## src/sv/pfa_pkg.sv

```systemverilog
// Shared types and constants for the packet frame assembler.
`default_nettype none
package pfa_pkg;

  localparam int unsigned MaxSlots = 1024;
  localparam int unsigned MaxPacketBytes = 2048;
  localparam int unsigned MaxLost = 5;

  localparam int unsigned SlotW = 10;
  localparam int unsigned CntW = 10;
  localparam int unsigned LenW = 12;
  localparam int unsigned PayW = 11;
  localparam int unsigned StampW = 32;
  localparam int unsigned CfgIdxW = 2;
  localparam int unsigned CfgDataW = 11;

  localparam logic [LenW-1:0] HeaderBytes = LenW'(12);
  localparam logic [7:0] MagicFirst = 8'h52;
  localparam logic [7:0] MagicSecond = 8'h42;
  localparam logic [7:0] SofBits = 8'h01;
  localparam logic [7:0] MofBits = 8'h02;
  localparam logic [7:0] EofBits = 8'h05;
  localparam logic [7:0] MaxLostC = 8'(MaxLost);
  localparam logic [LenW:0] MaxPacketC = (LenW+1)'(MaxPacketBytes);

  localparam logic [7:0] TagReset = 8'd112;
  localparam logic [CntW-1:0] PpfReset = 10'd242;
  localparam logic [PayW-1:0] PsizeReset = 11'd1748;

  typedef enum logic [2:0] {
    ActShort    = 3'd0,
    ActMagic    = 3'd1,
    ActUnsynced = 3'd2,
    ActLost     = 3'd3,
    ActFlag     = 3'd4,
    ActOversize = 3'd5,
    ActStored   = 3'd6
  } action_e;

  typedef enum logic [CfgIdxW-1:0] {
    CfgStreamTag       = 2'd0,
    CfgPacketsPerFrame = 2'd1,
    CfgPayloadSize     = 2'd2
  } cfg_idx_e;

  typedef struct packed {
    logic [7:0]        stream_tag;
    logic [CntW-1:0]   packets_per_frame;
    logic [PayW-1:0]   payload_size;
  } cfg_t;

  typedef struct packed {
    logic [7:0]        magic_first;
    logic [7:0]        magic_second;
    logic [7:0]        flag_byte;
    logic [7:0]        seq_number;
    logic [StampW-1:0] stamp;
    logic [LenW-1:0]   packet_length;
  } item_t;

  typedef struct packed {
    action_e           action;
    logic [SlotW-1:0]  slot_index;
    logic [PayW-1:0]   payload_length;
    logic              short_warning;
    logic              frame_done;
    logic [CntW-1:0]   frame_packets;
    logic [StampW-1:0] frame_stamp;
  } result_t;

endpackage
`default_nettype wire

```

## src/sv/pfa_cfg.sv

```systemverilog
// Configuration registers of the packet frame assembler.
`default_nettype none
module pfa_cfg
  import pfa_pkg::*;
(
  input  wire logic                clk_i,
  input  wire logic                rst_ni,
  input  wire logic                cfg_we_i,
  input  wire logic [CfgIdxW-1:0]  cfg_index_i,
  input  wire logic [CfgDataW-1:0] cfg_wdata_i,
  output cfg_t                     cfg_o
);

  cfg_t cfg_q, cfg_d;

  always_comb begin
    cfg_d = cfg_q;
    if (cfg_we_i) begin
      case (cfg_idx_e'(cfg_index_i))
        CfgStreamTag:       cfg_d.stream_tag = cfg_wdata_i[7:0];
        CfgPacketsPerFrame: cfg_d.packets_per_frame = cfg_wdata_i[CntW-1:0];
        CfgPayloadSize:     cfg_d.payload_size = cfg_wdata_i[PayW-1:0];
        default:            cfg_d = cfg_q;
      endcase
    end
  end

  always_ff @(posedge clk_i or negedge rst_ni) begin
    if (!rst_ni) begin
      cfg_q.stream_tag <= TagReset;
      cfg_q.packets_per_frame <= PpfReset;
      cfg_q.payload_size <= PsizeReset;
    end else begin
      cfg_q <= cfg_d;
    end
  end

  assign cfg_o = cfg_q;

endmodule
`default_nettype wire

```

## src/sv/pfa_in_stage.sv

```systemverilog
// Input register holding one header item.
`default_nettype none
module pfa_in_stage
  import pfa_pkg::*;
(
  input  wire logic  clk_i,
  input  wire logic  rst_ni,
  input  wire logic  in_valid_i,
  output logic       in_ready_o,
  input  wire item_t item_i,
  input  wire logic  adv_i,
  output logic       valid_o,
  output item_t      item_o
);

  logic  valid_q, valid_d;
  item_t item_q;
  logic  load;

  assign in_ready_o = !valid_q || adv_i;
  assign load = in_valid_i && in_ready_o;

  always_comb begin
    valid_d = valid_q;
    if (load) begin
      valid_d = 1'b1;
    end else if (adv_i) begin
      valid_d = 1'b0;
    end
  end

  always_ff @(posedge clk_i or negedge rst_ni) begin
    if (!rst_ni) begin
      valid_q <= 1'b0;
    end else begin
      valid_q <= valid_d;
    end
  end

  always_ff @(posedge clk_i) begin
    if (load) begin
      item_q <= item_i;
    end
  end

  assign valid_o = valid_q;
  assign item_o = item_q;

endmodule
`default_nettype wire

```

## src/sv/pfa_core.sv

```systemverilog
// Header check, sync and loss tracking, slot assignment and frame close.
`default_nettype none
module pfa_core
  import pfa_pkg::*;
(
  input  wire logic  clk_i,
  input  wire logic  rst_ni,
  input  wire cfg_t  cfg_i,
  input  wire item_t item_i,
  input  wire logic  adv_i,
  output result_t    res_o
);

  logic              in_sync_q, in_sync_d;
  logic [7:0]        exp_q, exp_d;
  logic [SlotW-1:0]  slot_q, slot_d;
  logic [CntW-1:0]   rc_q, rc_d;
  logic [StampW-1:0] prev_q, prev_d;

  logic [7:0]        sof, mof, eof;
  logic [7:0]        exp0, lost;
  logic [SlotW-1:0]  slot0, slot_g, slot_next;
  logic [CntW-1:0]   rc0, rc_g, rc_inc;
  logic [SlotW:0]    wrap_sum, wrap_sub, slot_inc, ppf_x;
  logic [LenW-1:0]   datalen;
  logic              gap, frame_gap, flag_ok, oversize, end_hit;
  action_e           act;
  result_t           res;

  always_comb begin
    sof = cfg_i.stream_tag | SofBits;
    mof = cfg_i.stream_tag | MofBits;
    eof = cfg_i.stream_tag | EofBits;
    ppf_x = {1'b0, cfg_i.packets_per_frame};

    exp0  = in_sync_q ? exp_q : item_i.seq_number;
    slot0 = in_sync_q ? slot_q : '0;
    rc0   = in_sync_q ? rc_q : '0;

    lost = item_i.seq_number - exp0;
    gap = (lost != 8'd0);
    wrap_sum = {1'b0, slot0} + {{(SlotW-7){1'b0}}, lost};
    wrap_sub = wrap_sum - ppf_x;
    frame_gap = gap && (wrap_sum >= ppf_x);
    slot_g = frame_gap ? wrap_sub[SlotW-1:0] : wrap_sum[SlotW-1:0];
    rc_g = frame_gap ? '0 : rc0;

    slot_inc = {1'b0, slot_g} + (SlotW+1)'(1);
    flag_ok = ((slot_g == '0) && (item_i.flag_byte == sof)) ||
              ((slot_inc == ppf_x) && (item_i.flag_byte == eof)) ||
              ((slot_g != '0) && (slot_inc < ppf_x) && (item_i.flag_byte == mof));

    datalen = item_i.packet_length - HeaderBytes;
    oversize = (datalen > {1'b0, cfg_i.payload_size}) ||
               ({1'b0, item_i.packet_length} > MaxPacketC);

    slot_next = slot_inc[SlotW-1:0];
    end_hit = (slot_next == cfg_i.packets_per_frame);
    rc_inc = rc_g + CntW'(1);

    if (item_i.packet_length < HeaderBytes) begin
      act = ActShort;
    end else if (item_i.magic_first != MagicFirst || item_i.magic_second != MagicSecond) begin
      act = ActMagic;
    end else if (!in_sync_q && item_i.flag_byte != sof) begin
      act = ActUnsynced;
    end else if (gap && lost > MaxLostC) begin
      act = ActLost;
    end else if (!flag_ok) begin
      act = ActFlag;
    end else if (oversize) begin
      act = ActOversize;
    end else begin
      act = ActStored;
    end

    res = '0;
    res.action = act;
    if (act == ActStored) begin
      res.slot_index = slot_g;
      res.payload_length = datalen[PayW-1:0];
      res.short_warning = (datalen != {1'b0, cfg_i.payload_size}) &&
                          (item_i.flag_byte != eof);
      res.frame_done = end_hit || frame_gap;
      if (end_hit) begin
        res.frame_packets = rc_inc;
        res.frame_stamp = item_i.stamp;
      end else if (frame_gap) begin
        res.frame_packets = rc0;
        res.frame_stamp = prev_q;
      end
    end

    in_sync_d = in_sync_q;
    exp_d = exp_q;
    slot_d = slot_q;
    rc_d = rc_q;
    prev_d = prev_q;
    case (act)
      ActLost: begin
        in_sync_d = 1'b0;
      end
      ActFlag, ActOversize: begin
        in_sync_d = (act == ActOversize);
        exp_d = item_i.seq_number;
        slot_d = slot_g;
        rc_d = rc_g;
      end
      ActStored: begin
        in_sync_d = 1'b1;
        exp_d = item_i.seq_number + 8'd1;
        slot_d = end_hit ? '0 : slot_next;
        rc_d = end_hit ? '0 : rc_inc;
        prev_d = item_i.stamp;
      end
      default: begin
        in_sync_d = in_sync_q;
      end
    endcase
  end

  always_ff @(posedge clk_i or negedge rst_ni) begin
    if (!rst_ni) begin
      in_sync_q <= 1'b0;
      exp_q <= '0;
      slot_q <= '0;
      rc_q <= '0;
      prev_q <= '0;
    end else if (adv_i) begin
      in_sync_q <= in_sync_d;
      exp_q <= exp_d;
      slot_q <= slot_d;
      rc_q <= rc_d;
      prev_q <= prev_d;
    end
  end

  assign res_o = res;

endmodule
`default_nettype wire

```

## src/sv/pfa_out_stage.sv

```systemverilog
// Output register holding one result item.
`default_nettype none
module pfa_out_stage
  import pfa_pkg::*;
(
  input  wire logic    clk_i,
  input  wire logic    rst_ni,
  input  wire logic    load_i,
  input  wire result_t res_i,
  output logic         ready_o,
  output logic         out_valid_o,
  input  wire logic    out_ready_i,
  output result_t      res_o
);

  logic    valid_q, valid_d;
  result_t res_q;

  assign ready_o = !valid_q || out_ready_i;

  always_comb begin
    valid_d = valid_q;
    if (load_i) begin
      valid_d = 1'b1;
    end else if (out_ready_i) begin
      valid_d = 1'b0;
    end
  end

  always_ff @(posedge clk_i or negedge rst_ni) begin
    if (!rst_ni) begin
      valid_q <= 1'b0;
    end else begin
      valid_q <= valid_d;
    end
  end

  always_ff @(posedge clk_i) begin
    if (load_i) begin
      res_q <= res_i;
    end
  end

  assign out_valid_o = valid_q;
  assign res_o = res_q;

endmodule
`default_nettype wire

```

## src/sv/packet_frame_assembler_top.sv

```systemverilog
// Top level of the packet frame assembler.
// An accepted header item is held in the input register, checked by the core, and
// its result item is held in the output register until it is taken.
// Throughput: one item per cycle while the receiver takes results, set by the single
// core pass between the input register and the output register.
// Reset: asynchronous, active low; clears both stages and the sync state and
// loads the register defaults (tag 112, 242 slots, 1748 payload bytes).
`default_nettype none
module packet_frame_assembler_top
  import pfa_pkg::*;
(
  input  wire logic                clk_i,
  input  wire logic                rst_ni,
  input  wire logic                cfg_we_i,
  input  wire logic [CfgIdxW-1:0]  cfg_index_i,
  input  wire logic [CfgDataW-1:0] cfg_wdata_i,
  input  wire logic                in_valid_i,
  output logic                     in_ready_o,
  input  wire logic [7:0]          magic_first_i,
  input  wire logic [7:0]          magic_second_i,
  input  wire logic [7:0]          flag_byte_i,
  input  wire logic [7:0]          seq_number_i,
  input  wire logic [StampW-1:0]   stamp_i,
  input  wire logic [LenW-1:0]     packet_length_i,
  output logic                     out_valid_o,
  input  wire logic                out_ready_i,
  output logic [2:0]               action_o,
  output logic [SlotW-1:0]         slot_index_o,
  output logic [PayW-1:0]          payload_length_o,
  output logic                     short_warning_o,
  output logic                     frame_done_o,
  output logic [CntW-1:0]          frame_packets_o,
  output logic [StampW-1:0]        frame_stamp_o
);

  cfg_t    cfg;
  item_t   item_in, item_st;
  result_t res_core, res_out;
  logic    st_valid, out_room, adv;

  assign item_in.magic_first = magic_first_i;
  assign item_in.magic_second = magic_second_i;
  assign item_in.flag_byte = flag_byte_i;
  assign item_in.seq_number = seq_number_i;
  assign item_in.stamp = stamp_i;
  assign item_in.packet_length = packet_length_i;

  assign adv = st_valid && out_room;

  pfa_cfg u_cfg (
    .clk_i       (clk_i),
    .rst_ni      (rst_ni),
    .cfg_we_i    (cfg_we_i),
    .cfg_index_i (cfg_index_i),
    .cfg_wdata_i (cfg_wdata_i),
    .cfg_o       (cfg)
  );

  pfa_in_stage u_in (
    .clk_i      (clk_i),
    .rst_ni     (rst_ni),
    .in_valid_i (in_valid_i),
    .in_ready_o (in_ready_o),
    .item_i     (item_in),
    .adv_i      (adv),
    .valid_o    (st_valid),
    .item_o     (item_st)
  );

  pfa_core u_core (
    .clk_i  (clk_i),
    .rst_ni (rst_ni),
    .cfg_i  (cfg),
    .item_i (item_st),
    .adv_i  (adv),
    .res_o  (res_core)
  );

  pfa_out_stage u_out (
    .clk_i       (clk_i),
    .rst_ni      (rst_ni),
    .load_i      (adv),
    .res_i       (res_core),
    .ready_o     (out_room),
    .out_valid_o (out_valid_o),
    .out_ready_i (out_ready_i),
    .res_o       (res_out)
  );

  assign action_o = res_out.action;
  assign slot_index_o = res_out.slot_index;
  assign payload_length_o = res_out.payload_length;
  assign short_warning_o = res_out.short_warning;
  assign frame_done_o = res_out.frame_done;
  assign frame_packets_o = res_out.frame_packets;
  assign frame_stamp_o = res_out.frame_stamp;

endmodule
`default_nettype wire

```

## config.mk

```make
export PLATFORM = sky130hd
export DESIGN_NAME = packet_frame_assembler_top
export DESIGN_NICKNAME = d
export VERILOG_FILES = /design/src/sv/pfa_pkg.sv /design/src/sv/pfa_cfg.sv /design/src/sv/pfa_in_stage.sv /design/src/sv/pfa_core.sv /design/src/sv/pfa_out_stage.sv /design/src/sv/packet_frame_assembler_top.sv
export SDC_FILE = /design/constraint.sdc
export NUM_CORES = 1
export LEC_CHECK = 0
export ABC_AREA = 1
export BUFFER_PORTS_ARGS = -buffer_cell sky130_fd_sc_hd__buf_2
export CORE_MARGIN = 2
export CORE_UTILIZATION = 35
export CTS_CLUSTER_DIAMETER = 80
export DETAILED_ROUTE_END_ITERATION = 10
export GPL_TIMING_DRIVEN = 0
export PLACE_DENSITY = 0.64
export SYNTH_ARGS = -nofsm -noshare
export SYNTH_HDL_FRONTEND = slang
export SYNTH_HIERARCHICAL = 1
export SYNTH_SLANG_ARGS = --single-unit
```

## constraint.sdc

```tcl
create_clock -name clk_i -period 6.9 [get_ports clk_i]
set_clock_uncertainty 0.1 [all_clocks]
set_input_delay 0.69 -clock clk_i [delete_from_list [all_inputs] [get_ports clk_i]]
set_output_delay 0.69 -clock clk_i [all_outputs]
set_load 0.02 [all_outputs]
```

==> run summary, run 1 <==
Status: finished, violations left
Failing checks: setup timing
# clock sinks: 236
GRT Total Usage: 18.2%
Post-synthesis sequential area ratio: 53.2%
Total CTS buffers: 27
Worst setup path class: reg2reg
Max Clock Freq: 134 MHz
Final instance area: 17100 sq um
Most used DFF post-synth: edfxtp_1
Final HPWL DP: 23200 um
Syn Inst Count: 1274
Pwr Total: 4.41 mW
Number of synthesized flops with an enable pin: 144
Worst path slowest cell: fa_2
Starting DRT DRC Count: 822
Dpl cell area: 14400 sq um
Finished Layout Cells: 2029
Share of cells above drive strength 1: 38.3%
Met1 Usage GRT: 25.1%
Reg clk slew, reported paths: 0.06 ns
Min Clock Period, post-route: 7.46 ns
Clock tree from TritonCTS: done
Root buffer cell: clkbuf_16
Initial Util: 35.3%
Placed Cells: 1903
Worst path max stage delay: 0.56 ns
Fin crit share: 108%
Top Usage Layer GRT: met2
Vias per cell: 5.05
Iteration count of the initial detailed-routing pass: 6
I/O Pins: 164
Initial antenna violation count: 2
Worst Path Arrival: 7.78 ns
Worst vdd ir: 234 uV
Slew @ Worst Pin: 0.958 ns
Largest net degree at the start of global routing: 59
First-pass GRT wire length: 52800 um
Data required, critical path: 7.23 ns
Main combinational cell family by area after synthesis: simple AND/OR/NAND/NOR gates
Adder-Cell Fraction of Synth Area: 5.79%
WL final: 34700 um
Slew HR: 36.2%
NumNets Final: 1697
DR vias: 10.2k
Number of cell rows: 69
Fin util: 48.3%
Synth Area in Compound Gates: 7.49%
Final hold vios: 0
Post-Synth XOR/XNOR Area: 2.80%
Mapped cell area: 12500 sq um
Worst-Skew Late Latency: 0.55 ns
Final worst slack: -0.556 ns
Met2 usage: 29.2%
Most numerous cell in the Yosys netlist: nand2_1
DR WL/cell: 17.1 um
Die height: 193 um
Final slew viol count: 0
Worst-path maximum fanout: 7
Worst reg2reg setup slack: -0.56 ns
Post-synthesis mux area share: 4.11%
Die Wd: 193 um
DR DRC count: 0
Congestion Overflow GR: 0
GR met3 Demand/Resource: 3.84%
Largest cells by area after synthesis: edfxtp_1 35%, dfrtp_1 16%, nand2_1 8.2%
H-tree levels: 1
Setup violators final: 127
Core ar.: 35300 sq um
Unrepaired setup endpoints after global routing: yes
Max_cap viols: 0
I/O Buffers: 163
Antenna cells: 0
Final GP Congestion: 0.902
Post-route ant nets: 0
Setup crit end kind: flip-flop
Area delta synth->final: 36.8%
Synth Net Count: 1424
Synth Warn #: 6
CP startpoint kind: flip-flop
Yosys reg bits: 236
Post-synth top area cell: edfxtp_1
Hold crit path type: in2async
Most frequent CP cell: nand2_1
Vias in the first global route: 9974
Async set or reset register ratio after synthesis: 39.0%
Pwr Density: 258 nW/um^2
Longest Clk Path Bufs: 3
Synth unique cells: 58
Synth Area in Simple Gates: 20.1%
Area share of the largest cell type after synthesis: 34.6%
Die ar.: 37200 sq um
Leak pwr: 7.52 nW
Synth cell count leaders: 274 x nand2_1, 144 x edfxtp_1, 134 x inv_1
Syn avg cell area: 9.80 sq um
-- area by class of cell --
cell class	count	area [sq um]
flip-flops and latches	236	6640
clock buffers	31	691
clock inverters	19	264
plain buffers	45	459
multi-input cells	850	6030
fillers	3120	18200
inverters	140	542
well taps	461	577
repair buffers	247	1860
-- placed cells by master, fill, tap and decap left out, types with 17 or more instances in the layout --
cell type,synthesis,layout
nand2_1,274,248
buf_2,13,169
edfxtp_1,144,144
inv_1,134,120
nand3_1,83,78
dfrtp_1,78,78
nor2_1,95,71
a21oi_2,1,60
buf_4,7,59
ha_1,53,40
nand4_1,36,36
a21oi_1,109,33
nand2_2,9,32
mux2_4,30,30
clkbuf_16,0,29
o21ai_0,35,26
xor2_1,30,26
nor2_4,1,22
clkbuf_1,19,17
buf_12,0,17
a21oi_4,0,17
-- registers in the layout, indices dropped and copies added, names as in the netlist --
name and count:
u_in/item_o 76, u_out/res_o 68, u_core/prev_q 32, u_cfg/cfg_o 29, u_core/rc_q 10, u_core/slot_q 10
u_core/exp_q 8, u_core/in_sync_q 1, u_in/valid_o 1, u_out/out_valid_o 1
-- stage by stage --
stage	setup WS (ns)	TNS [ns]	hold WS [ns]
2_1_floorplan	-0.258	-10.84	0.294
3_3_place_gp	-2.87	-362.06	0.353
3_5_place_dp	-1.31	-153.74	0.354
4_1_cts	-0.314	-20.78	0.0208
5_1_grt	-0.897	-94.41	0.0550
6_report	-0.556	-49.06	0.0175
-- where the power goes --
| part | internal [mW] | total, mW | switching (mW) | leakage [nW] |
|---|---|---|---|---|
| Sequential | 1.64 | 1.70 | 0.0551 | 2.60 |
| Combinational | 0.447 | 1.17 | 0.724 | 4.48 |
| Clock | 0.946 | 1.54 | 0.597 | 0.449 |
| Total | 3.03 | 4.41 | 1.38 | 7.52 |
-- path summary, 6_finish.rpt --
check / cells after the start / end / from
max: 52 / u_core/prev_q[26]$_DFFE_PN0P_ / u_core/in_sync_q$_DFFE_PN0P_
min: 1 / u_core/prev_q[23]$_DFFE_PN0P_ / rst_ni
max reg2reg: 52 / u_core/prev_q[26]$_DFFE_PN0P_ / u_core/in_sync_q$_DFFE_PN0P_
min reg2reg: 2 / u_cfg/cfg_o[9]$_DFFE_PN1P_ / u_cfg/cfg_o[9]$_DFFE_PN1P_
max in group asynchronous: 2 / u_cfg/cfg_o[6]$_DFFE_PN1P_ / rst_ni
min in group clk_i: 1 / u_in/item_o[52]$_DFFE_PP_ / flag_byte_i[0]
-- worst max-delay path, delay by kind of cell, from the launching register on --
kind	cells	cell delay, ns
AND/OR/NAND/NOR	23	2.03
adder cells (fa/ha/maj)	6	1.77
buffers and inverters	11	1.27
AO/OA/AOI/OAI	9	1.00
XOR/XNOR	2	0.43
flip-flops	1	0.38
multiplexers	1	0.29
-- cells by family (layout without fill, tap and decap cells) --
logic type,count (synthesis),in the layout
flops,236,236
compound gates,175,175
simple gates,544,544
mux,36,36
xor+xnor,39,39
buf+inv,188,482
fa+ha+maj,56,56
-- layer usage --
metal | wire, um | vias to the layer above
met5 | 21 | -
met4 | 915 | 4
met3 | 2290 | 68
met2 | 16100 | 362
met1 | 15400 | 4933
li1 | - | 4874
-- what timing repair did --
action | 4_1_cts | 5_1_grt
gates cloned | 13 | 0
pin swaps | 52 | 33
resized for setup | 150 | 70
setup buffers | 47 | 20
endpoints found under the setup margin | 128 | 128
hold buffers | 0 | 0
(Power assumes the default switching activity.)
==> inputs of run 2 (changes only) <==
Settings changed: CORE_UTILIZATION 35 to 45, PLACE_DENSITY 0.64 to 0.76.
==> run 2 against run 1 <==
The flow still finishes with violations (setup timing). Via count increased by 1.7%. Final area decreased by 0.28%. Non-clock buffer count increased by 3. Cell count decreased by 4.3%. Critical path depth decreased by 2.
==> run summary, run 2 (synthesis results as in run 1) <==
Status: finished, violations left
Failing checks: setup timing
Initial antenna violation count: 0
Initial Util: 46.1%
H-tree levels: 1
Worst reg2reg setup slack: -0.78 ns
Data required, critical path: 7.23 ns
I/O Pins: 164
Met1 Routed Length: 13900 um
Die ar.: 29100 sq um
Starting DRT DRC Count: 785
R2R Path Start: u_core/in_sync_q$_DFFE_PN0P_
CP startpoint kind: flip-flop
Max_cap viols: 0
Commonest non-fill, non-tap cell in the layout: nand2_1
Final GP Congestion: 0.916
Crit. path cell count: 50
Placed Cells: 1814
Clock tree from TritonCTS: done
DR DRC count: 0
Final TNS setup: -84.97 ns
Final slew viol count: 0
Iteration count of the initial detailed-routing pass: 5
WP buf/inv: 11
Setup crit end kind: flip-flop
Total CTS buffers: 27
Congestion Overflow GR: 0
Worst-Skew Late Latency: 0.56 ns
Worst setup path class: reg2reg
Worst-path maximum fanout: 10
Die height: 171 um
Post-route ant nets: 0
CP delay by family, top: simple AND/OR/NAND/NOR gates
Setup violators final: 128
Pwr Density: 259 nW/um^2
Met3 wire len: 2380 um
Top Layer Used: met4
Unrepaired setup endpoints after global routing: yes
Fin crit share: 111%
Area delta synth->final: 36.4%
Critical path startpoint: u_core/in_sync_q$_DFFE_PN0P_
Share of cells above drive strength 1: 39.0%
GRT Total Usage: 22.7%
DR WL/cell: 17.6 um
Die Wd: 171 um
DR vias: 10.4k
Slew @ Worst Pin: 0.884 ns
Antenna cells: 0
Final hold vios: 0
Most frequent cells in the layout: 240 x nand2_1, 169 x buf_2, 144 x edfxtp_1, 119 x inv_1, 78 x dfrtp_1
Met2 Wirelength: 16700 um
Worst setup path end: u_core/prev_q[9]$_DFFE_PN0P_
Hold crit path type: in2reg
Pwr Total: 4.41 mW
Number of flip-flops under the largest register name: 76
Number of cell rows: 60
First-pass GRT wire length: 52400 um
Vias per cell: 5.36
Finished Layout Cells: 1942
Worst vdd ir: 216 uV
Min Clock Period, post-route: 7.68 ns
Final HPWL DP: 22200 um
Core ar.: 27100 sq um
Final worst slack: -0.781 ns
Leak pwr: 7.61 nW
Worst path max stage delay: 0.42 ns
Longest Clk Path Bufs: 3
NumNets Final: 1700
Largest net degree at the start of global routing: 64
Reg2reg path depth: 50
Worst path slowest cell: fa_2
FF-to-FF End: u_core/prev_q[9]$_DFFE_PN0P_
Reg clk slew, reported paths: 0.06 ns
Worst Path Arrival: 8.01 ns
Slew HR: 40.3%
Root buffer cell: clkbuf_16
Max Clock Freq: 130 MHz
# fillers: 2009
Hold path depth: 1
Vias in the first global route: 10.3k
WL final: 34200 um
# clock sinks: 236
I/O Buffers: 163
-- run 2: changes by cell type in the layout (fill, tap and decap cells not counted), sizes merged --
cell,before,now
inv,140,141
bufbuf,1,0
clkinv,6,8
dlygate4sd3,0,1
buf,272,273
clkbuf,50,54
clkinvlp,7,1
-- run 2: worst register-to-register path: cells and delay by family (launching register included) --
family                   cells  cell delay (ns)
multiplexers                 1             0.31
buffers and inverters       11             1.27
AND/OR/NAND/NOR             20             2.29
adder cells (fa/ha/maj)      5             1.50
flip-flops                   1             0.41
AO/OA/AOI/OAI               11             1.34
XOR/XNOR                     2             0.35
-- run 2: metrics by stage --
step	hold WS (ns)	util (%)	setup WS, ns	instance area, sq um
final	0.206	62.8	-0.781	17000
after global routing	0.185	62.8	-1.08	17000
after CTS	0.182	60.2	-0.282	16300
after detailed placement	0.353	52.6	-1.41	14300
after global placement	0.354	52.1	-2.80	14100
after floorplan	0.294	-	-0.258	12800
-- run 2: routing by layer --
metal,global-route usage [%],vias to the layer above
met3,4.70,90
met2,38.0,425
li1,-,4867
met1,29.2,5036
met5,0,-
met4,8.58,0
-- run 2: timing repair --
action	in CTS	in global routing
hold buffers	1	0
pin swaps	50	47
gates resized for setup	157	96
hold endpoints to repair	15	0
buffers inserted	39	31
setup endpoints to repair	128	128
gates cloned	11	1
-- run 2: layout make-up --
type | instances | area [sq um] | area share (%)
multi-input combinational | 850 | 6110 | 35.9
sequential | 236 | 6640 | 39.0
timing repair buffer | 250 | 1820 | 10.7
clock inverter | 16 | 248 | 1.46
clock buffer | 33 | 718 | 4.22
tap | 372 | 465 | 2.73
buffer | 45 | 474 | 2.79
inverter | 140 | 542 | 3.18
-- run 2: where the power goes --
group | internal, mW | switching [mW] | total [mW] | leakage [nW]
sequential | 1.64 | 0.0566 | 1.70 | 2.60
combinational | 0.432 | 0.730 | 1.16 | 4.54
clock | 0.967 | 0.577 | 1.54 | 0.473
-- run 2: worst min path at each step --
stage                                           from                         end  slack, ns
after floorplan                               rst_ni  u_cfg/cfg_o[0]$_DFFE_PN0P_       0.29
after global placement    u_cfg/cfg_o[9]$_DFFE_PN1P_  u_cfg/cfg_o[9]$_DFFE_PN1P_       0.35
after detailed placement  u_cfg/cfg_o[7]$_DFFE_PN1P_  u_cfg/cfg_o[7]$_DFFE_PN1P_       0.35
after CTS                           magic_first_i[3]   u_in/item_o[71]$_DFFE_PP_       0.18
after global routing               magic_second_i[4]   u_in/item_o[64]$_DFFE_PP_       0.19
final                             packet_length_i[1]    u_in/item_o[1]$_DFFE_PP_       0.21
